--- src/rtl/bfpa_pkg.sv ---
package bfpa_pkg;

    localparam int MAX_BLOCKS = 64;
    localparam int IDX_W      = $clog2(MAX_BLOCKS);
    localparam int LINK_W     = $clog2(MAX_BLOCKS + 1);
    localparam int ADDR_W     = 64;
    localparam int SIZE_W     = 40;
    localparam int ALIGN_SH   = 9;
    localparam int CFG_IDX_W  = 1;

    localparam logic [LINK_W-1:0] NO_BLK = LINK_W'(MAX_BLOCKS);

    localparam logic [CFG_IDX_W-1:0] CFG_POOL_BASE = 1'b0;
    localparam logic [CFG_IDX_W-1:0] CFG_POOL_SIZE = 1'b1;

    typedef enum logic [1:0] {
        ST_OK      = 2'd0,
        ST_NOFIT   = 2'd1,
        ST_NULL    = 2'd2,
        ST_UNKNOWN = 2'd3
    } status_t;

    typedef enum logic [3:0] {
        S_IDLE, S_DISPATCH, S_SCAN, S_A_EVAL, S_A_MARK, S_A_SPLIT1, S_A_SPLIT2,
        S_F_EVAL, S_F_LINK, S_F_MN, S_F_CHKP, S_F_MP, S_DONE
    } state_t;

    typedef enum logic [3:0] {
        OP_NONE, OP_LOAD, OP_SCAN, OP_A_RD, OP_A_MARK, OP_A_SPLIT1, OP_A_SPLIT2,
        OP_NOFIT, OP_NULL, OP_UNKNOWN, OP_F_CLR, OP_F_LINK, OP_F_MN, OP_F_RDP, OP_F_MP
    } op_t;

    typedef struct packed {
        op_t op;
    } dp_cmd_t;

    typedef struct packed {
        logic is_free;
        logic addr_null;
        logic scan_done;
        logic found;
        logic do_split;
        logic nb_free;
        logic p_free;
    } dp_stat_t;

endpackage

--- src/rtl/bfpa_ctrl.sv ---
module bfpa_ctrl (
    input  logic              aclk,
    input  logic              aresetn,
    input  logic              s_valid,
    output logic              s_ready,
    output logic              m_valid,
    input  logic              m_ready,
    output logic              cfg_ready,
    input  bfpa_pkg::dp_stat_t stat,
    output bfpa_pkg::dp_cmd_t  cmd
);
    import bfpa_pkg::*;

    state_t state_reg, state_next;

    always_ff @(posedge aclk) begin
        if (!aresetn) begin
            state_reg <= S_IDLE;
        end else begin
            state_reg <= state_next;
        end
    end

    always_comb begin
        state_next = state_reg;
        case (state_reg)
            S_IDLE: begin
                if (s_valid) state_next = S_DISPATCH;
            end
            S_DISPATCH: begin
                if (stat.is_free && stat.addr_null) state_next = S_DONE;
                else state_next = S_SCAN;
            end
            S_SCAN: begin
                if (stat.scan_done) state_next = stat.is_free ? S_F_EVAL : S_A_EVAL;
            end
            S_A_EVAL: state_next = stat.found ? S_A_MARK : S_DONE;
            S_A_MARK: state_next = stat.do_split ? S_A_SPLIT1 : S_DONE;
            S_A_SPLIT1: state_next = S_A_SPLIT2;
            S_A_SPLIT2: state_next = S_DONE;
            S_F_EVAL: state_next = stat.found ? S_F_LINK : S_DONE;
            S_F_LINK: state_next = stat.nb_free ? S_F_MN : S_F_CHKP;
            S_F_MN: state_next = S_F_CHKP;
            S_F_CHKP: state_next = stat.p_free ? S_F_MP : S_DONE;
            S_F_MP: state_next = S_DONE;
            S_DONE: begin
                if (m_ready) state_next = S_IDLE;
            end
            default: state_next = S_IDLE;
        endcase
    end

    always_comb begin
        cmd.op    = OP_NONE;
        s_ready   = 1'b0;
        cfg_ready = 1'b0;
        m_valid   = 1'b0;
        case (state_reg)
            S_IDLE: begin
                s_ready   = 1'b1;
                cfg_ready = 1'b1;
                if (s_valid) cmd.op = OP_LOAD;
            end
            S_DISPATCH: begin
                if (stat.is_free && stat.addr_null) cmd.op = OP_NULL;
            end
            S_SCAN: cmd.op = OP_SCAN;
            S_A_EVAL: cmd.op = stat.found ? OP_A_RD : OP_NOFIT;
            S_A_MARK: cmd.op = OP_A_MARK;
            S_A_SPLIT1: cmd.op = OP_A_SPLIT1;
            S_A_SPLIT2: cmd.op = OP_A_SPLIT2;
            S_F_EVAL: cmd.op = stat.found ? OP_F_CLR : OP_UNKNOWN;
            S_F_LINK: cmd.op = OP_F_LINK;
            S_F_MN: cmd.op = OP_F_MN;
            S_F_CHKP: begin
                if (stat.p_free) cmd.op = OP_F_RDP;
            end
            S_F_MP: cmd.op = OP_F_MP;
            S_DONE: m_valid = 1'b1;
            default: cmd.op = OP_NONE;
        endcase
    end

endmodule

--- config.mk ---
export PLATFORM = sky130hd
export DESIGN_NAME = bfpa_ctrl
export DESIGN_NICKNAME = d
export VERILOG_FILES = /design/src/rtl/bfpa_pkg.sv /design/src/rtl/bfpa_ctrl.sv
export SDC_FILE = /design/constraint.sdc
export NUM_CORES = 1
export LEC_CHECK = 0
export ABC_AREA = 0
export BUFFER_PORTS_ARGS = -buffer_cell sky130_fd_sc_hd__buf_2
export CORE_ASPECT_RATIO = 0.9
export CORE_MARGIN = 1
export CORE_UTILIZATION = 30
export CTS_BUF_LIST = sky130_fd_sc_hd__clkbuf_16
export DETAILED_ROUTE_END_ITERATION = 12
export RECOVER_POWER = 50
export SLEW_MARGIN = 5
export SYNTH_ARGS = -nofsm -noshare
export SYNTH_HDL_FRONTEND = slang
export SYNTH_SLANG_ARGS = --single-unit
--- constraint.sdc ---
create_clock -name aclk -period 1.28 [get_ports aclk]
set_input_delay 0.128 -clock aclk [delete_from_list [all_inputs] [get_ports aclk]]
set_output_delay 0.128 -clock aclk [all_outputs]
set_load 0.005 [all_outputs]
* Word-level counts from Yosys, hierarchy flattened
Index checks and enable logic that the tools add are counted.
Cells by class: equality and inequality tests 15, muxes and demuxes 19, reductions and logical operators 4
Operators with widths (count):
- $pmux W4 S12 | 2
- $mux W4 | 8
- $eq A4 B4 Y1 const B | 5
- $eq A4 B3 Y1 const B | 4
- $mux W3 | 4
- $eq A4 B2 Y1 const B | 2
- $ne A2 B2 Y1 const B | 3
- $eq A4 B1 Y1 const B | 1
- $logic_not A4 Y1 | 1
- $mux W2 | 2
- $mux W1 | 3
- $reduce_and A3 Y1 | 1
- $reduce_or A2 Y1 | 1
- $logic_and A1 B1 Y1 | 1
Storage, ports and cells: flip-flop bits (word level) 4, input bits 11, output and inout port bits 7, logic and storage cells 39

* Logic depth before layout (Yosys ltp)
Gate-level depths: netlist of the first run.
depth in word-level cells 3, mapped depth 6

* Worst setup path before layout of the first run
OpenSTA, ideal clock, no wires.
kind reg2out, start register state_reg[1], end output port s_ready, arrival time 1211 ps, data required time 1152 ps, setup slack -59 ps, stages on the path, launching flop included 5, path through dfxtp_1 > buf_2 > clkbuf_1 > nor4_1 > buf_4
On the way: cells in the longest elaborated chain, start to end 2
Ends and longest elaborated chain:
- from (decl) | line bfpa_ctrl.sv:14 | state_t state_reg, state_next;
- from (signal assigned) | line bfpa_ctrl.sv:20 | state_reg <= state_next;
- $logic_not A4 Y1
- $mux W1
- to (decl) | line bfpa_ctrl.sv:5 | output logic s_ready,
No other way between the ends.

==> results of run 1 <==
## cells in the mapped netlist (2+ instances only)
cell type / count / area share
inv_1: 5 / 0.039
a22oi_1: 2 / 0.031
nand2b_1: 3 / 0.039
nand3_1: 2 / 0.021
o211ai_1: 3 / 0.046
dfxtp_1: 4 / 0.16
or4b_1: 2 / 0.041
nor2_1: 3 / 0.023
buf_2: 4 / 0.041
nor3_1: 2 / 0.021
o21ai_0: 5 / 0.052
mux2i_1: 2 / 0.041
o22ai_1: 2 / 0.026
nand2_1: 10 / 0.077
and3_1: 2 / 0.026
buf_4: 2 / 0.031
a21oi_1: 3 / 0.031
## through the flow
step	utilization	cell area, um2	power (uW)	hold slack (ps)	setup slack [ps]
global placement	0.473	701	1540	399	-100
floorplan	-	492	1010	259	11.1
finish	0.603	892	2410	158	-49.5
detailed placement	0.473	701	1540	386	-80.4
CTS	0.585	866	2320	151	-61.0
global route	0.603	892	2560	171	-93.3
## cells by family (layout without fill, tap and decap cells)
kind of cell / after synthesis / in the layout / share of synthesized area
AOI/OAI and AO/OA: 22 / 22 / 0.314
buffers and inverters: 12 / 46 / 0.119
DFF: 4 / 4 / 0.165
muxes: 2 / 2 / 0.0412
and+or+nand+nor: 30 / 30 / 0.361
## layout make-up
type | instances | share of cell area
sequential | 4 | 0.107
clock buffer | 3 | 0.0842
inverter | 5 | 0.0210
tap | 22 | 0.0309
timing repair buffer | 38 | 0.295
multi-input combinational | 54 | 0.463
## metal layers
metal  GRT usage  vias to the layer above  routed length [um]
met5           0                        -                   0
met3      0.0315                        7                  67
met1       0.267                      312                 794
met2       0.346                       21                 813
li1            -                      329                   -
met4       0.159                        0                  56
## where the power goes
| part | internal, uW | total (uW) | switching, uW |
|---|---|---|---|
| clock | 400 | 494 | 94.5 |
| sequential | 219 | 351 | 132 |
| combinational | 864 | 1570 | 703 |
## path summary, 6_finish.rpt
kind                                to  slack, ps  cells after the start
max reg2reg  state_reg[2]$_SDFFE_PN0P_        -50                      4
min reg2reg  state_reg[0]$_SDFFE_PN0P_        680                      2
min          state_reg[1]$_SDFFE_PN0P_        160                      2
max                             cmd[0]        -50                      5
## timing repair
item	in CTS	in global routing
setup endpoints to repair	9	10
resized for setup	25	8
hold buffers	0	0
pin swaps	8	5
setup buffers	3	0
==> metrics, run 1 <==
fin crit share 1.04; Max Fanout on Critical Path 7; Antenna Violating Nets Remaining 0; setup TNS -270 ps; top_reg_cell synth dfxtp_1; nets@finish 117; unrepaired setup endpoints after global routing yes; crit path kind reg -> out; clock sink count 4; worst endpoint data arrival time 1200 ps; Layout Skew about 1.6 ps; setup violators final 8; Crit path required time roughly 1200 ps; Bufs on Longest Clock Path 2; vias in the first global route 617; root buf cell clkbuf_16; Detailed Route WL roughly 1700 um; synthesized area per cell 6.94 um2; DRC errors left 0; CP startpoint kind flip-flop; maximum operating frequency 0.752 GHz; final hold violation count 0; P_leak 0.000445 uW; mapped cell area between 400 and 500 um2; most common cell after layout, fill and taps aside buf_2; Core ar. 0.00148 mm2; Netlist cell types 31; DP Cell Count 120; #FFs+latches synth 4; CP endpoint kind output port; filler cell count about 130; Tightest Pin Transition 265 ps; VDD IR max 0.00133 V; Critical path buffers and inverters 2; Die Ht 40.2 um; CTS tree yes; post-DP HPWL around 1100 um; area of the multi-input gates 413 um2; most frequent cells in the layout 17 x buf_2, 14 x buf_4, 8 x nand2_1; H-tree Lvls 1; crit path max-delay cell type dfxtp_4; vias per inst 5.31; status complete, but fails checks; Die Wd 44.4 um; area growth from synthesis to layout 83.8%; gr ovfl total 0; Reg clk slew, reported paths ~30 ps; I/O pins 18; Synthesized Nets 81; die area 0.00178 mm2; failing checks negative setup slack; Post-synth EDFFs 0; Vias 669; Syn Inst Count 70; first-pass GRT wire length 2640 um; Initial Util 0.328; cts bufs inserted 3; Setup WS post-layout -49.5 ps; Site Rows 13; largest net degree at the start of global routing 9; Top Family by Delay on Critical Path flip-flops; wire per inst 13.7 um; slowest stage delay, CP between 300 and 400 ps; Buffers on Ports 17; DRT Pass-1 Iters 4; initial antenna violation count 0; max cap viols 0; min Tclk post-route between 1000 and 1500 ps; Slew HR 0.821; PD cells 2700 mW/mm2; Placer Congestion 0.857; fraction of layout cells with a size suffix above 1 0.567; Cell Chain, Critical Path buf_6 > nor2b_2 > o211ai_1 > nand2_1 > buf_2; sequential fraction of the synthesis area 0.165; Hold Startpoint aresetn; Syn. warnings 0; Skew-Pair Late Insertion Delay 230 ps; max reg flops 4; Worst Setup SP state_reg[0]$_SDFFE_PN0P_; reg-to-reg startpoint state_reg[3]$_SDFFE_PN0P_; min-delay worst type in -> reg; Seq. cell area 95.1 um2; total inserted antenna cells 0; ys async rst share 0; fin. max-slew vios 0; Final Non-Filler Cells between 100 and 150; total track usage 0.216; DR iter-0 viols 19
Note: power is estimated with default switching activity, not from simulation.
==> run 2: changes to the inputs <==
Settings changed: MAX_ROUTING_LAYER set to met4, PLACE_DENSITY_LB_ADDON set to 0.1.
==> run 2 against run 1 <==
The run still ends with negative setup slack left. Critical path depth decreased by 1. Clock skew grew 1.5 ps. Sequential power decreased by 6.8%. Sequential cell count did not move. Sequential share of layout area shrank 0.77 points. Register-to-register slack worse by 20 ps. Fmax decreased by 1.3%. Die area did not move. Global-route usage rose by 2.5 points. Final cell count stayed put. Hold slack better by 27 ps. Via count shrank 0.45%.
==> metrics, run 2 (synthesized netlist as in run 1, its figures left out) <==
DR iter-0 viols 9 (-10); I/O pins 18 (unchanged); Setup Slack @ Placement -75.1 ps (+5.31 ps); Placer Congestion 0.831 (-3.1%); worst hold slack 184 ps (+26.6 ps); vias in the first global route 637 (+3.2%); largest net degree at the start of global routing 11 (+2); area of the multi-input gates 445 um2 (+7.9%); Site Rows 13 (unchanged); final hold violation count 0 (unchanged); wire per inst 15.1 um (+10%); reg-to-reg startpoint state_reg[2]$_SDFFE_PN0P_; PD cells 2700 mW/mm2 (-0.14%); failing checks negative setup slack; unrepaired setup endpoints after global routing yes; fin. max-slew vios 0 (unchanged); gr ovfl total 0 (unchanged); Die Ht 40.2 um (unchanged); Buffers on Ports 17 (unchanged); Final Core Density 0.632 (+0.0296); Core ar. 0.00148 mm2 (unchanged); cts bufs inserted 3 (unchanged); switching portion of total power 0.385 (about the same); nets@finish 117 (unchanged); fin crit share 1.05 (+0.0138); sequential share of power 0.129 (-0.017); Reg2Reg Depth 4 (unchanged); R2R Setup Slk -70 ps (-20 ps); worst endpoint data arrival time 1510 ps (+310 ps); Max Fanout on Critical Path 4 (-3); area growth from synthesis to layout 92.8%; P_leak 0.000458 uW (+2.9%); Skew-Pair Late Insertion Delay 220 ps (about the same); Seq. cell area 92.6 um2 (-2.6%); DRC errors left 0 (unchanged); max cap viols 0 (unchanged); CP startpoint kind flip-flop; first-pass GRT wire length 2930 um (+11%); root buf cell clkbuf_16; P_sw 973 uW (+4.8%); Hold Path Depth 2 (unchanged); CTS tree yes; max reg flops 4 (unchanged); Slew HR 0.845 (+0.0241); P_int 1550 uW (+4.8%); DRT Pass-1 Iters 4 (unchanged); Tightest Pin Transition 225 ps (-39.2 ps); status complete, but fails checks; Crit path required time 1440 ps (+290 ps); FF-to-FF End state_reg[2]$_SDFFE_PN0P_; H-tree Lvls 1 (unchanged); min Tclk post-route 1350 ps (+17.7 ps); Die Wd 44.4 um (unchanged); Tot Pwr 2530 uW (+4.8%); total track usage 0.241 (+0.0252); clock sink count 4 (unchanged); initial antenna violation count 0 (unchanged); most frequent cells in the layout 17 x buf_2, 11 x buf_4, 9 x buf_6; clock network power share 0.193 (-0.012); fraction of layout cells with a size suffix above 1 0.625 (+0.0577); Endpoint, Worst Hold state_reg[1]$_SDFFE_PN0P_; total inserted antenna cells 0 (unchanged); Vias 666 (-0.45%); filler cell count 124 (-1.6%); Setup WS post-layout -67.1 ps (-17.7 ps); die area 0.00178 mm2 (unchanged); min-delay worst type in -> reg; maximum operating frequency 0.742 GHz (-1.3%); Detailed Route WL 1910 um (+10%); vias per inst 5.29 (-0.45%); Hold Startpoint aresetn; VDD IR max 0.00110 V (-17%); crit path kind reg -> reg; Reg clk slew, reported paths 30 ps (about the same); Logic pwr share 0.678 (+0.028); post-DP HPWL 1180 um (+5.1%); Antenna Violating Nets Remaining 0 (unchanged); Initial Util 0.328 (unchanged); Bufs on Longest Clock Path 2 (unchanged); most common cell after layout, fill and taps aside buf_2; CP endpoint kind flip-flop; setup violators final 9 (+1); Layout Skew 3.13 ps (+1.48 ps); Post-CTS Hold Buffers 0 (unchanged)
==> run 2: cell counts in the layout (fill, tap and decap cells not counted) <==
No cell type changed its count.
==> run 2: worst max-delay path by stage <==
stage	startpoint	to	slack, ps	depth (start not counted)
finish	state_reg[2]$_SDFFE_PN0P_	state_reg[2]$_SDFFE_PN0P_	-70	4
global route	state_reg[3]$_SDFFE_PN0P_	cmd[2]	-90	6
CTS	state_reg[0]$_SDFFE_PN0P_	state_reg[3]$_SDFFE_PN0P_	-50	5
detailed placement	state_reg[1]$_SDFFE_PN0P_	state_reg[3]$_SDFFE_PN0P_	-80	4
global placement	state_reg[1]$_SDFFE_PN0P_	state_reg[3]$_SDFFE_PN0P_	-100	4
floorplan	state_reg[1]$_SDFFE_PN0P_	s_ready	10	4
==> run 2: per-stage QoR <==
stage / area [um2] / setup TNS (ps) / cells
floorplan: 492 / 0 / 70
global placement: 671 / -112 / 116
detailed placement: 671 / -97.1 / 116
CTS: 886 / -103 / 125
global route: 936 / -635 / 126
finish: 936 / -232 / 126
==> run 2: timing repair <==
item,in CTS,in global routing
setup buffers,6,1
pin swaps,10,2
endpoints found under the setup margin,10,11
gates resized for setup,30,12
endpoints found under the hold margin,0,0
==> run 2: area by class of cell <==
class	instances	area share
Multi-Input combinational cell	54	0.476
Inverter	5	0.0201
Sequential cell	4	0.0989
Clock buffer	3	0.0802
Tap cell	22	0.0294
Timing Repair Buffer	38	0.295
==> run 2: power by group through the flow <==
| stage | clock, uW | combinational, uW | sequential [uW] |
|---|---|---|---|
| 5_1_grt | 501 | 1840 | 333 |
| 4_1_cts | 490 | 1560 | 313 |
| 3_3_place_gp | 0 | 1180 | 295 |
| 6_report | 487 | 1710 | 327 |
| 2_1_floorplan | 0 | 785 | 222 |
| 3_5_place_dp | 0 | 1160 | 295 |
==> run 2: worst max-delay path: stages, from the launching register on <==
cell	delay, ps
dfxtp_2	330
nand3b_4	180
or4b_4	500
o211ai_1	120
a32o_1	150
==> run 2: per-layer routing <==
layer	global-route usage	part of all wire
met2	0.438	0.55
met1	0.275	0.43
met4	0.0455	0
met3	0.0586	0.024
met5	-	0
